==> src/sv/cs_pkg.sv <==
// Shared types and constants for the comment stripper.
// Parse modes, character codes, register indexes and the emission record.
// No dependencies.
package cs_pkg;

    // Parser modes
    typedef enum logic [3:0] {
        MODE_CODE      = 4'd0,
        MODE_STRING    = 4'd1,
        MODE_CHAR      = 4'd2,
        MODE_SLASH     = 4'd3,
        MODE_SLSTAR    = 4'd4,
        MODE_LINE      = 4'd5,
        MODE_BLOCK     = 4'd6,
        MODE_JAVADOC   = 4'd7,
        MODE_HEADERDOC = 4'd8
    } t_mode;

    // Character codes
    localparam logic [7:0] CH_SLASH  = 8'h2F;
    localparam logic [7:0] CH_STAR   = 8'h2A;
    localparam logic [7:0] CH_BANG   = 8'h21;
    localparam logic [7:0] CH_DQUOTE = 8'h22;
    localparam logic [7:0] CH_SQUOTE = 8'h27;
    localparam logic [7:0] CH_BSLASH = 8'h5C;
    localparam logic [7:0] CH_NL     = 8'h0A;
    localparam logic [7:0] CH_NUL    = 8'h00;

    // Configuration register indexes
    localparam int CFG_IDX_W = 2;
    localparam logic [CFG_IDX_W-1:0] CFG_STRIP_LINE      = 2'd0;
    localparam logic [CFG_IDX_W-1:0] CFG_STRIP_BLOCK     = 2'd1;
    localparam logic [CFG_IDX_W-1:0] CFG_STRIP_JAVADOC   = 2'd2;
    localparam logic [CFG_IDX_W-1:0] CFG_STRIP_HEADERDOC = 2'd3;

    // Strip flags
    typedef struct packed {
        logic line;
        logic block;
        logic javadoc;
        logic headerdoc;
    } t_strip;

    // Bytes produced by one input item; data[0] goes out first
    typedef struct packed {
        logic [1:0]      cnt;
        logic [2:0][7:0] data;
    } t_emit;

endpackage

==> src/sv/cs_parser.sv <==
// Comment stripper parser: mode and previous-byte state, strip flags,
// and the per-item emission logic. Depends on cs_pkg.
module cs_parser
    import cs_pkg::*;
(
    input  logic                 i_clk,
    input  logic                 i_rst_n,
    input  logic                 i_accept,
    input  logic [7:0]           i_byte,
    input  logic                 i_end,
    input  logic                 i_cfg_we,
    input  logic [CFG_IDX_W-1:0] i_cfg_idx,
    input  logic                 i_cfg_wdata,
    output t_emit                o_emit
);

    t_mode      r_mode, n_mode;
    logic [7:0] r_prev, n_prev;
    t_strip     r_strip;
    t_emit      em;

    // Next state and emitted bytes for the presented item
    always_comb begin
        n_mode = r_mode;
        n_prev = r_prev;
        em     = '0;
        if (i_end) begin
            // flush pending opener (slash-star only if block comments are kept), then closing newline
            if (r_mode == MODE_SLASH) begin
                em.data[0] = CH_SLASH;
                em.data[1] = CH_NL;
                em.cnt     = 2'd2;
            end else if (r_mode == MODE_SLSTAR) begin
                if (!r_strip.block) begin
                    em.data[0] = CH_SLASH;
                    em.data[1] = CH_STAR;
                    em.data[2] = CH_NL;
                    em.cnt     = 2'd3;
                end else begin
                    em.data[0] = CH_NL;
                    em.cnt     = 2'd1;
                end
            end else if (r_prev != CH_NL) begin
                em.data[0] = CH_NL;
                em.cnt     = 2'd1;
            end
            n_mode = MODE_CODE;
            n_prev = CH_NL;
        end else begin
            unique case (r_mode)
                MODE_STRING: begin
                    if (i_byte == CH_DQUOTE && r_prev != CH_BSLASH) n_mode = MODE_CODE;
                    em.data[0] = i_byte;
                    em.cnt     = 2'd1;
                end
                MODE_CHAR: begin
                    if (i_byte == CH_SQUOTE && r_prev != CH_BSLASH) n_mode = MODE_CODE;
                    em.data[0] = i_byte;
                    em.cnt     = 2'd1;
                end
                MODE_SLASH: begin
                    if (i_byte == CH_STAR) begin
                        n_mode = MODE_SLSTAR;
                    end else if (i_byte == CH_SLASH) begin
                        if (!r_strip.line) begin
                            em.data[0] = CH_SLASH;
                            em.data[1] = CH_SLASH;
                            em.cnt     = 2'd2;
                        end
                        n_mode = MODE_LINE;
                    end else begin
                        em.data[0] = CH_SLASH;
                        em.data[1] = i_byte;
                        em.cnt     = 2'd2;
                        if (i_byte == CH_DQUOTE)      n_mode = MODE_STRING;
                        else if (i_byte == CH_SQUOTE) n_mode = MODE_CHAR;
                        else                          n_mode = MODE_CODE;
                    end
                end
                MODE_SLSTAR: begin
                    // third byte picks the comment kind
                    if (i_byte == CH_STAR) begin
                        if (!r_strip.javadoc) begin
                            em.data = {CH_STAR, CH_STAR, CH_SLASH};
                            em.cnt  = 2'd3;
                        end
                        n_mode = MODE_JAVADOC;
                    end else if (i_byte == CH_BANG) begin
                        if (!r_strip.headerdoc) begin
                            em.data = {CH_BANG, CH_STAR, CH_SLASH};
                            em.cnt  = 2'd3;
                        end
                        n_mode = MODE_HEADERDOC;
                    end else begin
                        if (!r_strip.block) begin
                            em.data = {i_byte, CH_STAR, CH_SLASH};
                            em.cnt  = 2'd3;
                        end
                        n_mode = MODE_BLOCK;
                    end
                end
                MODE_LINE: begin
                    if (i_byte == CH_NL) begin
                        em.data[0] = CH_NL;
                        em.cnt     = 2'd1;
                        n_mode     = MODE_CODE;
                    end else if (!r_strip.line) begin
                        em.data[0] = i_byte;
                        em.cnt     = 2'd1;
                    end
                end
                MODE_BLOCK, MODE_JAVADOC, MODE_HEADERDOC: begin
                    if (!((r_mode == MODE_BLOCK     && r_strip.block)   ||
                          (r_mode == MODE_JAVADOC   && r_strip.javadoc) ||
                          (r_mode == MODE_HEADERDOC && r_strip.headerdoc))) begin
                        em.data[0] = i_byte;
                        em.cnt     = 2'd1;
                    end
                    if (r_prev == CH_STAR && i_byte == CH_SLASH) n_mode = MODE_CODE;
                end
                default: begin
                    // code mode
                    if (i_byte == CH_SLASH) begin
                        n_mode = MODE_SLASH;
                    end else begin
                        if (i_byte == CH_DQUOTE)      n_mode = MODE_STRING;
                        else if (i_byte == CH_SQUOTE) n_mode = MODE_CHAR;
                        else                          n_mode = MODE_CODE;
                        em.data[0] = i_byte;
                        em.cnt     = 2'd1;
                    end
                end
            endcase
            // the byte that fixes a plain block comment cannot close it
            if (n_mode == MODE_BLOCK && r_prev == CH_STAR && em.cnt == 2'd3)
                n_prev = CH_NUL;
            else
                n_prev = i_byte;
        end
    end

    // State and configuration registers
    always_ff @(posedge i_clk) begin
        if (!i_rst_n) begin
            r_mode  <= MODE_CODE;
            r_prev  <= CH_NL;
            r_strip <= '0;
        end else begin
            if (i_cfg_we) begin
                unique case (i_cfg_idx)
                    CFG_STRIP_LINE:      r_strip.line      <= i_cfg_wdata;
                    CFG_STRIP_BLOCK:     r_strip.block     <= i_cfg_wdata;
                    CFG_STRIP_JAVADOC:   r_strip.javadoc   <= i_cfg_wdata;
                    CFG_STRIP_HEADERDOC: r_strip.headerdoc <= i_cfg_wdata;
                    default: ;
                endcase
            end
            if (i_accept) begin
                r_mode <= n_mode;
                r_prev <= n_prev;
            end
        end
    end

    assign o_emit = em;

    // End of text always returns the parser to code mode with previous byte newline
    a_end_resets: assert property (@(posedge i_clk) disable iff (!i_rst_n)
        (i_accept && i_end) |=> (r_mode == MODE_CODE && r_prev == CH_NL))
        else $error("parser not back in code mode after end of text");

    // Three bytes only come from a pending slash-star
    a_three_from_slstar: assert property (@(posedge i_clk) disable iff (!i_rst_n)
        (em.cnt == 2'd3) |-> (r_mode == MODE_SLSTAR))
        else $error("three-byte emission outside slash-star mode");

    // A lone slash followed by an ordinary byte emits both
    a_lone_slash: assert property (@(posedge i_clk) disable iff (!i_rst_n)
        (i_accept && !i_end && r_mode == MODE_SLASH && i_byte != CH_STAR &&
         i_byte != CH_SLASH) |-> (em.cnt == 2'd2 && em.data[0] == CH_SLASH))
        else $error("lone slash not emitted with its follower");

endmodule

==> src/sv/comment_stripper_top.sv <==
// Comment stripper top level: stream ports, parser and output byte buffer.
// Depends on cs_pkg and cs_parser.
// Latency: the first byte of an item is offered the cycle after its transfer.
// Throughput: one item per cycle while items yield at most one byte and the output
// is ready; an item yielding more bytes holds off the next until its last byte goes.
// Reset (synchronous, active low): code mode, previous byte newline, all strip
// flags 0, output empty; input ready once the run flag is set after release.
module comment_stripper_top
    import cs_pkg::*;
(
    input  logic                 i_clk,
    input  logic                 i_rst_n,
    input  logic                 i_s_axis_tvalid,
    output logic                 o_s_axis_tready,
    input  logic [7:0]           i_s_axis_tdata,   // [7:0] in_byte
    input  logic                 i_s_axis_tlast,   // end_of_text
    output logic                 o_m_axis_tvalid,
    input  logic                 i_m_axis_tready,
    output logic [7:0]           o_m_axis_tdata,   // [7:0] out_byte
    output logic                 o_m_axis_tlast,   // last_of_run
    input  logic                 i_cfg_we,
    input  logic [CFG_IDX_W-1:0] i_cfg_idx,
    input  logic                 i_cfg_wdata
);

    logic            r_run;
    logic [1:0]      r_cnt, n_cnt;
    logic [2:0][7:0] r_buf, n_buf;
    logic            s_accept;
    logic            m_take;
    t_emit           emit;

    cs_parser u_parser (
        .i_clk       (i_clk),
        .i_rst_n     (i_rst_n),
        .i_accept    (s_accept),
        .i_byte      (i_s_axis_tdata),
        .i_end       (i_s_axis_tlast),
        .i_cfg_we    (i_cfg_we),
        .i_cfg_idx   (i_cfg_idx),
        .i_cfg_wdata (i_cfg_wdata),
        .o_emit      (emit)
    );

    // Handshakes: take a new item when the buffer is empty or drains this cycle
    assign m_take          = o_m_axis_tvalid && i_m_axis_tready;
    assign o_s_axis_tready = r_run && ((r_cnt == 2'd0) || (r_cnt == 2'd1 && i_m_axis_tready));
    assign s_accept        = i_s_axis_tvalid && o_s_axis_tready;

    // Output buffer: load on input transfer, shift on output transfer
    always_comb begin
        n_cnt = r_cnt;
        n_buf = r_buf;
        if (s_accept) begin
            n_cnt = emit.cnt;
            n_buf = emit.data;
        end else if (m_take) begin
            n_cnt = r_cnt - 2'd1;
            n_buf = {CH_NUL, r_buf[2], r_buf[1]};
        end
    end

    always_ff @(posedge i_clk) begin
        if (!i_rst_n) begin
            r_run <= 1'b0;
            r_cnt <= 2'd0;
        end else begin
            r_run <= 1'b1;
            r_cnt <= n_cnt;
        end
    end

    always_ff @(posedge i_clk) begin
        r_buf <= n_buf;
    end

    assign o_m_axis_tvalid = (r_cnt != 2'd0);
    assign o_m_axis_tdata  = r_buf[0];
    assign o_m_axis_tlast  = (r_cnt == 2'd1);

    // Buffer count follows the emission of the item just taken
    a_load_count: assert property (@(posedge i_clk) disable iff (!i_rst_n)
        s_accept |=> (r_cnt == $past(emit.cnt)))
        else $error("buffer count does not match emission");

    // A pending byte moves to the head after each output transfer
    a_shift: assert property (@(posedge i_clk) disable iff (!i_rst_n)
        (m_take && r_cnt > 2'd1) |=> (o_m_axis_tvalid && o_m_axis_tdata == $past(r_buf[1])))
        else $error("pending output byte lost");

    // No input transfer while undelivered bytes would be overwritten
    a_no_overwrite: assert property (@(posedge i_clk) disable iff (!i_rst_n)
        s_accept |-> (r_cnt == 2'd0 || (r_cnt == 2'd1 && m_take)))
        else $error("input transfer overwrote pending output");

endmodule
==> config.mk <==
export PLATFORM = sky130hd
export DESIGN_NAME = comment_stripper_top
export DESIGN_NICKNAME = d
export VERILOG_FILES = /design/src/sv/cs_pkg.sv /design/src/sv/cs_parser.sv /design/src/sv/comment_stripper_top.sv
export SDC_FILE = /design/constraint.sdc
export NUM_CORES = 1
export LEC_CHECK = 0
export BUFFER_PORTS_ARGS = -buffer_cell sky130_fd_sc_hd__buf_2
export CORE_MARGIN = 8
export CORE_UTILIZATION = 55
export CTS_CLUSTER_SIZE = 14
export DETAILED_ROUTE_END_ITERATION = 6
export PLACE_DENSITY = 0.75
export SYNTH_ARGS = -nofsm -noshare
export SYNTH_HDL_FRONTEND = slang
export SYNTH_SLANG_ARGS = --single-unit
==> constraint.sdc <==
create_clock -name i_clk -period 3.2 [get_ports i_clk]
set_input_delay 0.32 -clock i_clk [delete_from_list [all_inputs] [get_ports i_clk]]
set_output_delay 0.32 -clock i_clk [all_outputs]
set_load 0.005 [all_outputs]
* After elaboration in Yosys (flattened, before gate mapping) *
Cells that the tools add are included.
W data, S select, Z words.

storage, ports and cells
  register bits = 43
  output and inout bits = 11
  word-level logic and storage cells = 117

operators by class
  add/sub/neg operators = 1
  equality and inequality tests = 23
  mux-type cells = 57
  reductions and logical operators = 25

operators by type and width
  operator              number
  $mux W26              6
  $mux W8               9
  $eq A8 B6 Y1 const B  6
  $mux W16              3
  $mux W24              2
  $mux W4               12
  $pmux W8 S5           1
  $mux W12              2
  $mux W2               12
  $pmux W4 S6           1
  $eq A4 B3 Y1 const B  5
  $pmux W8 S2           1
  $mux W14              1
  $logic_and A1 B1 Y1   12
  $pmux W2 S5           1
  $eq A4 B2 Y1 const B  2
  $eq A8 B4 Y1 const B  1
  $ne A8 B4 Y1 const B  1
  $ne A8 B7 Y1 const B  1
  $reduce_and A2 Y1     4
  $eq A2 B2 Y1 const B  3
  $mux W6               1
  $mux W1               5
  $eq A2 B1 Y1 const B  2
  other kinds (8)       12

* Longest topological paths before layout *
Gate-level depths: netlist (run 1).

  word-level depth = 12
  gate-level depth with buffers = 9

* Cells and area by module *
A second synthesis (run 1) with hierarchy kept.

unflattened totals
  cells, all modules = 298
  area total of the unflattened synthesis = 2844.0 um^2

by module, submodules not included
  module                instances  cells an instance  area each (um^2)
  cs_parser             1          217                1582.8
  comment_stripper_top  1          81                 1261.2

* Least setup slack after synthesis (run 1) *
OpenSTA, ideal clock, no wires.

  path type = input -> register
  start = input i_s_axis_tdata[3]
  end = register r_buf, in the netlist o_m_axis_tdata[0] (data pin)
  arrival time = 2.234 ns
  slack = 0.705 ns
  stages on the path = 6
  buffers on the path = 0
  path through = or4_4 > nor4_4 > mux2i_1 > a311o_1 > o211a_1 > a221o_1

RTL lines
  item                  RTL line                    source
  from (decl)           comment_stripper_top.sv:15  input logic [7:0] i_s_axis_tdata,
  to (signal assigned)  comment_stripper_top.sv:74  r_buf <= n_buf;
  to (decl)             comment_stripper_top.sv:28  logic [2:0][7:0] r_buf, n_buf;

* Worst setup path after layout (run 1) *
  start = input i_s_axis_tdata[3]
  end = register u_parser.r_prev[1]

on the way
  longest elaborated chain between the ends = 12
  elaborated cells between the ends (all ways) = 36
  classes of those cells = 8 x eq/ne; 23 x mux; 5 x reduce/logical

RTL lines
  item                   RTL line                                            source
  $eq A8 B6 Y1           cs_parser.sv:57, cs_parser.sv:76, cs_parser.sv:127
  $mux W2                cs_parser.sv:76, cs_parser.sv:127
  $mux W2                cs_parser.sv:126                                    if (i_byte == CH_DQUOTE) n_mode = MODE_STRING;
  $mux W4                cs_parser.sv:64                                     end else if (i_byte == CH_SLASH) begin
  $mux W4                cs_parser.sv:62                                     if (i_byte == CH_STAR) begin
  $pmux W4 S6            cs_parser.sv:50                                     unique case (r_mode)
  $mux W4                cs_parser.sv:27                                     if (i_end) begin
  $eq A4 B3 Y1           cs_parser.sv:135                                    if (n_mode == MODE_BLOCK && r_prev == CH_STAR && em.cnt == 2'd3)
  $logic_and A1 B1 Y1    cs_parser.sv:135
  $logic_and A1 B1 Y1 *  cs_parser.sv:135
  $mux W8 *              cs_parser.sv:135
  $mux W8 *              cs_parser.sv:27
  to (signal assigned)   cs_parser.sv:160                                    r_prev <= n_prev;
  to (decl)              cs_parser.sv:18                                     logic [7:0] r_prev, n_prev;

Mark *: on every way between the ends. The rest lies on a longest branch, timed or not. The select of a mux whose other input is x is not followed.
A chain may end at the register's enable or synchronous reset.

==> results by group, run 1 <==
Synth
  – Top_reg_cell synth: edfxtp_1
  – Sequential share of the synthesized area: 42.7%
  – Yosys reg bits: 43
  – Post-synth EDFFs: 24
  – Ys Warns: 0
  – Post-synth top area share: 27.9%
  – Yosys top cell by area: edfxtp_1
  – Mapped cell area: 2580 um^2
  – Synth area leaders: edfxtp_1, dfxtp_1, nand3_1, nand2_1, nor2b_1
  – Syn nets: 302
  – Post-synthesis cell type count: 57
  – Async SR Flop Fraction: 0%
  – Synth Instances: 283
  – Mean area per synthesized cell: 9.11 um^2

Cells and area
  – Commonest non-fill, non-tap cell in the layout: nand2_1
  – Area Overhead vs Synth: 10.3%
  – ANT cells: 0
  – Register area: 1100 um^2
  – Fin cells: 352
  – Most frequent cells in the layout: nand2_1, buf_2, nand3_1, edfxtp_1, dfxtp_1
  – Post-route cell area: 2840 um^2
  – Multi-input gate area: 1320 um^2
  – Final net count: 316
  – Filler Cell Count: 417
  – Layout cells sized above 1: 15.8%

Timing
  – Fmax: 0.382 GHz
  – Tmin final: 2620 ps
  – Final Cycle Share: 81.9%
  – Slew margin rel.: 40.4%
  – Final hold viol count: 0
  – Max-slew violations: 0
  – Setup TNS: 0 ps
  – Tightest hold margin: 336 ps
  – Max Clock Skew: 6.81 ps
  – RSZ-0062 raised after global routing: false
  – Final Setup Violations: 0
  – Worst slew pin tran: 891 ps

Place
  – IO buf count: 27
  – Cell total after placement: 344
  – Hpwl dp: 4550 um
  – Placer Congestion: 0.931
  – Placed cell area: 2710 um^2

CTS
  – CTS Buf Count: 5
  – Clk Latency, worst-skew pair: 300 ps
  – CTS clk-pin slew, worst paths: 80 ps
  – Clock Sinks: 43
  – Post-cts resize count: 0
  – CTS tree: done
  – CTS Root Cell: clkbuf_8
  – Post-CTS setup buffers: 0
  – H-tree Lvls: 2
  – Max Root-Sink Buffers: 2
  – CTS hold repair buffers: 0

Worst setup path
  – Crit Path Category: input pin to flip-flop
  – Critical path depth: 8
  – Worst path buffer plus inverter count: 2
  – Worst reg-to-reg setup slack: 620 ps
  – Reg2reg start: u_parser.r_mode[2]
  – Crit path launch type: input pin
  – Max FO, Critical Path: 12
  – Slowest cell on crit path: or4_4
  – FF-to-FF path depth: 8
  – Critical Path RT: 3390 ps
  – Cells along the critical path: buf_2 > or4_4 > nor4_4 > mux2i_1 > a311o_1 > nor4b_2 > buf_4 > a311oi_1
  – Max incr delay on CP: 580 ps
  – Crit path DAT: 2810 ps
  – Cell family with most CP delay: simple AND/OR/NAND/NOR gates
  – Critical Path Sink Type: flip-flop
  – Capturing point of the worst reg2reg path: u_parser.r_prev[1]

Floorplan
  – Num rows: 25
  – Initial Util: 55.7%
  – Die ar.: 7140 um^2
  – Number of I/O pins: 28
  – Horiz. Die Dim: 84.5 um
  – Die H: 84.5 um
  – Std-Cell Core Area: 4630 um^2

Global route
  – All-Layer GR Usage: 17.9%
  – Global-route wire length before repair: 10400 um
  – Largest net degree at the start of global routing: 30
  – Vias in the first global route: 2182
  – Initial antenna violation count: 0
  – Final global-route overflow total: 0

Routing
  – DRT iter0 DRCs: 265
  – Drt via density: 6.62
  – Top sig layer: met4
  – Vias: 2330
  – Wire length on met1: 2700 um
  – DRC viols: 0
  – Final ANT Viol Nets: 0
  – DRT Pass-1 Iters: 5
  – Drt total wl: 6400 um
  – Post-DR wirelength/cell: 18.2 um
  – WL met2: 3060 um
  – Met3 Wirelength: 482 um

Worst hold path
  – Hold endpoint: u_parser.r_strip[0]
  – HP Class: input pin to flip-flop
  – Hold Path Stages: 3
  – Hold Startpoint: i_cfg_wdata

Status
  – Status: completed

Power and ir drop
  – Power Dens Cells: 539 nW/um^2
  – Final Total Pwr: 1.53 mW
  – LEAKAGE: 1.07 nW
  – Maximum vdd ir drop: 0.000217 V

Flow run
  – Max-Cap Viols: 0
-- synth_stat cells, types with 5 or more instances --
cell type and n:
nand3_1 26, o21ai_0 14, nor3_1 7, a21oi_1 10
and3_1 6, nor2_1 16, buf_4 8, and2_1 8
nand2_1 28, inv_1 7, nor2b_1 12, dfxtp_1 19
mux2i_1 5, clkbuf_1 18, edfxtp_1 24
-- power breakdown --
| group | total [mW] | internal, mW | switching (mW) | leakage, nW |
|---|---|---|---|---|
| Sequential | 0.729 | 0.699 | 0.0297 | 0.388 |
| Clock | 0.500 | 0.312 | 0.188 | 0.0654 |
| Combinational | 0.305 | 0.126 | 0.179 | 0.613 |
-- area by class of cell --
type / count / share of cell area (%)
clock buffers: 6 / 2.55
clock inverters: 2 / 2.11
inverters: 7 / 0.924
multi-input cells: 207 / 46.5
flip-flops and latches: 43 / 38.7
well taps: 54 / 2.38
repair buffers: 33 / 6.78
-- through the flow --
step / setup slack, ps / util (%)
2_1_floorplan: 705 / -
3_3_place_gp: 383 / 58.6
3_5_place_dp: 331 / 58.6
4_1_cts: 629 / 61.4
5_1_grt: 463 / 61.4
6_report: 580 / 61.4
-- sequential cells by signal (all words and copies together), names as in the netlist --
register / cells
r_cnt: 2
r_run: 1
u_parser.r_mode: 4
u_parser.r_prev: 8
u_parser.r_strip: 4
o_m_axis_tdata: 8
r_buf: 16
-- cell families (layout without fill, tap and decap cells) --
family                   after synthesis  count (layout)  share of synthesized area (%)
XOR/XNOR                               1               1                          0.340
buffers and inverters                 33              48                           5.97
multiplexers                           6               6                           2.38
adder cells (fa/ha/maj)                2               2                          0.970
AND/OR/NAND/NOR                      127             127                           27.8
AO/OA/AOI/OAI                         71              71                           19.8
flip-flops                            43              43                           42.7
-- worst max-delay path by stage --
stage | startpoint | endpoint | slack, ps
6_report | i_s_axis_tdata[3] | u_parser.r_prev[1] | 580
5_1_grt | r_cnt[0] | o_m_axis_tdata[2] | 460
4_1_cts | i_s_axis_tdata[3] | o_m_axis_tdata[2] | 630
3_5_place_dp | i_s_axis_tdata[3] | o_m_axis_tdata[2] | 330
3_3_place_gp | i_s_axis_tdata[3] | o_m_axis_tdata[2] | 380
2_1_floorplan | i_s_axis_tdata[3] | o_m_axis_tdata[0] | 710
-- routing by layer --
layer  vias to the layer above  GRT usage [%]
met5                         -              0
met2                       103           29.6
met3                        31           4.59
met4                         0           6.96
li1                       1092              -
met1                      1104           21.6
-- worst register-to-register path, stage by stage, from the launching register on --
cell	delay [ps]
dfxtp_1	470
nor2b_1	470
nand2_1	90
buf_4	190
nor3_1	350
a311o_1	290
nor4b_2	240
buf_4	190
a311oi_1	110
No activity file was read; power rests on OpenSTA's default activity.
==> run 2: changes to the inputs <==
ABC_AREA = 1   (was default)
clock period = 2.6 ns   (was 3.2 ns; I/O delays follow)
==> results by group, run 2 <==
Synth
  – Sequential share of the synthesized area: 40.6%
  – Post-synthesis cell type count: 38
  – Synth Instances: 359
  – Synth area leaders: edfxtp_1, dfxtp_1, nand2_1, inv_1, nor2_1
  – Top-count cell post-synth: nand2_1
  – Ys Warns: 0
  – Synth top cells by count: nand2_1, inv_1, nor2_1, edfxtp_1
  – Async SR Flop Fraction: 0%
  – Post-synth EDFFs: 24
  – Post-synth top area share: 26.6%
  – Mapped cell area: 2710 um^2
  – Yosys reg bits: 43
  – Yosys top cell by area: edfxtp_1
  – Syn nets: 378
  – Top_reg_cell synth: edfxtp_1
  – Mean area per synthesized cell: 7.56 um^2

Routing
  – DRT iter0 DRCs: 255
  – Post-DR wirelength/cell: 14.5 um
  – Vias: 2497
  – DRC viols: 0
  – Drt via density: 5.55
  – DRT Pass-1 Iters: 5
  – Drt total wl: 6530 um
  – Final ANT Viol Nets: 0

Timing
  – Final Cycle Share: 74.9%
  – Tmin final: 1950 ps
  – Fmax: 0.514 GHz
  – Max-slew violations: 0
  – Worst setup margin: 654 ps
  – RSZ-0062 raised after global routing: false
  – Setup TNS: 0 ps
  – Final Setup Violations: 0
  – Max Clock Skew: 8.30 ps
  – Slew margin rel.: 69.3%
  – Worst slew pin tran: 460 ps
  – Final hold viol count: 0

Worst hold path
  – HP Class: input pin to flip-flop

Place
  – Pre-CTS WS: 709 ps
  – Placer Congestion: 1.08
  – Placed cell area: 2870 um^2
  – Cell total after placement: 442
  – Hpwl dp: 5030 um
  – IO buf count: 27

Cells and area
  – Max reg flops: 16
  – Commonest non-fill, non-tap cell in the layout: nand2_1
  – Filler Cell Count: 436
  – Multi-input gate area: 1330 um^2
  – Biggest register: r_buf
  – Register area: 1100 um^2
  – Most frequent cells in the layout: nand2_1, inv_1, nor2_1, buf_2, edfxtp_1
  – Final net count: 401
  – Area Overhead vs Synth: 9.04%
  – Fin cells: 450
  – ANT cells: 0
  – Post-route cell area: 2960 um^2
  – Layout cells sized above 1: 21.7%

Worst setup path
  – Critical Path RT: 2730 ps
  – Crit Path Category: flip-flop to flip-flop
  – Max FO, Critical Path: 10
  – Crit path launch type: flip-flop
  – Critical Path Sink Type: flip-flop
  – Crit path DAT: 2070 ps

Status
  – Status: completed

Floorplan
  – Number of I/O pins: 28
  – Num rows: 25
  – Initial Util: 57.1%
  – Horiz. Die Dim: 86.2 um
  – Die ar.: 7440 um^2
  – Die H: 86.2 um
  – Std-Cell Core Area: 4750 um^2

CTS
  – Max Root-Sink Buffers: 2
  – CTS Buf Count: 5
  – CTS Root Cell: clkbuf_8
  – Post-CTS setup buffers: 0
  – CTS hold repair buffers: 0
  – CTS clk-pin slew, worst paths: 90 ps
  – CTS tree: done
  – Post-cts resize count: 0
  – Clk Latency, worst-skew pair: 300 ps
  – H-tree Lvls: 2
  – Clock Sinks: 43

Global route
  – Initial antenna violation count: 0
  – Final global-route overflow total: 0
  – All-Layer GR Usage: 18.4%
  – Vias in the first global route: 2337
  – Largest net degree at the start of global routing: 27
  – Global-route wire length before repair: 10800 um

Power and ir drop
  – Power Dens Cells: 583 nW/um^2
  – Maximum vdd ir drop: 0.000257 V
  – Final Total Pwr: 1.73 mW
  – LEAKAGE: 1.37 nW

Flow run
  – Max-Cap Viols: 0
-- run 2: metrics by stage --
stage	hold slack, ps	utilization, %
after floorplan	288	-
after global placement	464	60.3
after detailed placement	475	60.3
after CTS	159	62.2
after global routing	162	62.2
final	166	62.2
-- run 2: cell families (layout without fill, tap and decap cells) --
kind of cell | count (synthesis) | after routing | synth area share [%]
AND/OR/NAND/NOR | 187 | 187 | 34.2
buffers and inverters | 66 | 90 | 10.6
adder cells (fa/ha/maj) | 2 | 2 | 0.922
AO/OA/AOI/OAI | 61 | 61 | 13.8
flip-flops | 43 | 43 | 40.6
-- run 2: routing by layer --
layer | up-vias | global-route usage (%) | wire length (um)
met4 | 0 | 7.82 | 144
li1 | 1215 | - | -
met3 | 16 | 4.16 | 497
met2 | 103 | 30.4 | 3060
met1 | 1163 | 22.4 | 2830
met5 | - | 0 | 0
-- run 2: worst max-delay path, stage by stage, from the launching register on --
cell      delay, ps
dfxtp_1         380
ha_1            180
nand2_1          60
a21boi_2        120
nand2_1         140
nor2_4          260
inv_2           150
nor2_1          200
inv_1            80
a211oi_1        190
-- run 2: area by class of cell --
type	count	share of cell area [%]
multi-input cells	250	44.8
flip-flops and latches	43	37.2
inverters	52	6.68
repair buffers	30	5.33
well taps	67	2.83
clock buffers	5	2.33
clock inverters	3	0.803
-- run 2: power by group --
part           switching (mW)  total, mW  internal, mW
registers              0.0358      0.900         0.864
clock network           0.247      0.439         0.192
logic                   0.244      0.387         0.143
-- run 2: worst paths after layout --
check | slack [ps] | endpoint | start | depth (start not counted)
worst max-delay path | 650 | r_buf[16] | r_cnt[0] | 9
worst max register to register | 650 | r_buf[16] | r_cnt[0] | 9
worst min-delay path | 170 | r_run | i_rst_n | 1
worst min register to register | 490 | u_parser.r_strip[0] | u_parser.r_strip[0] | 2
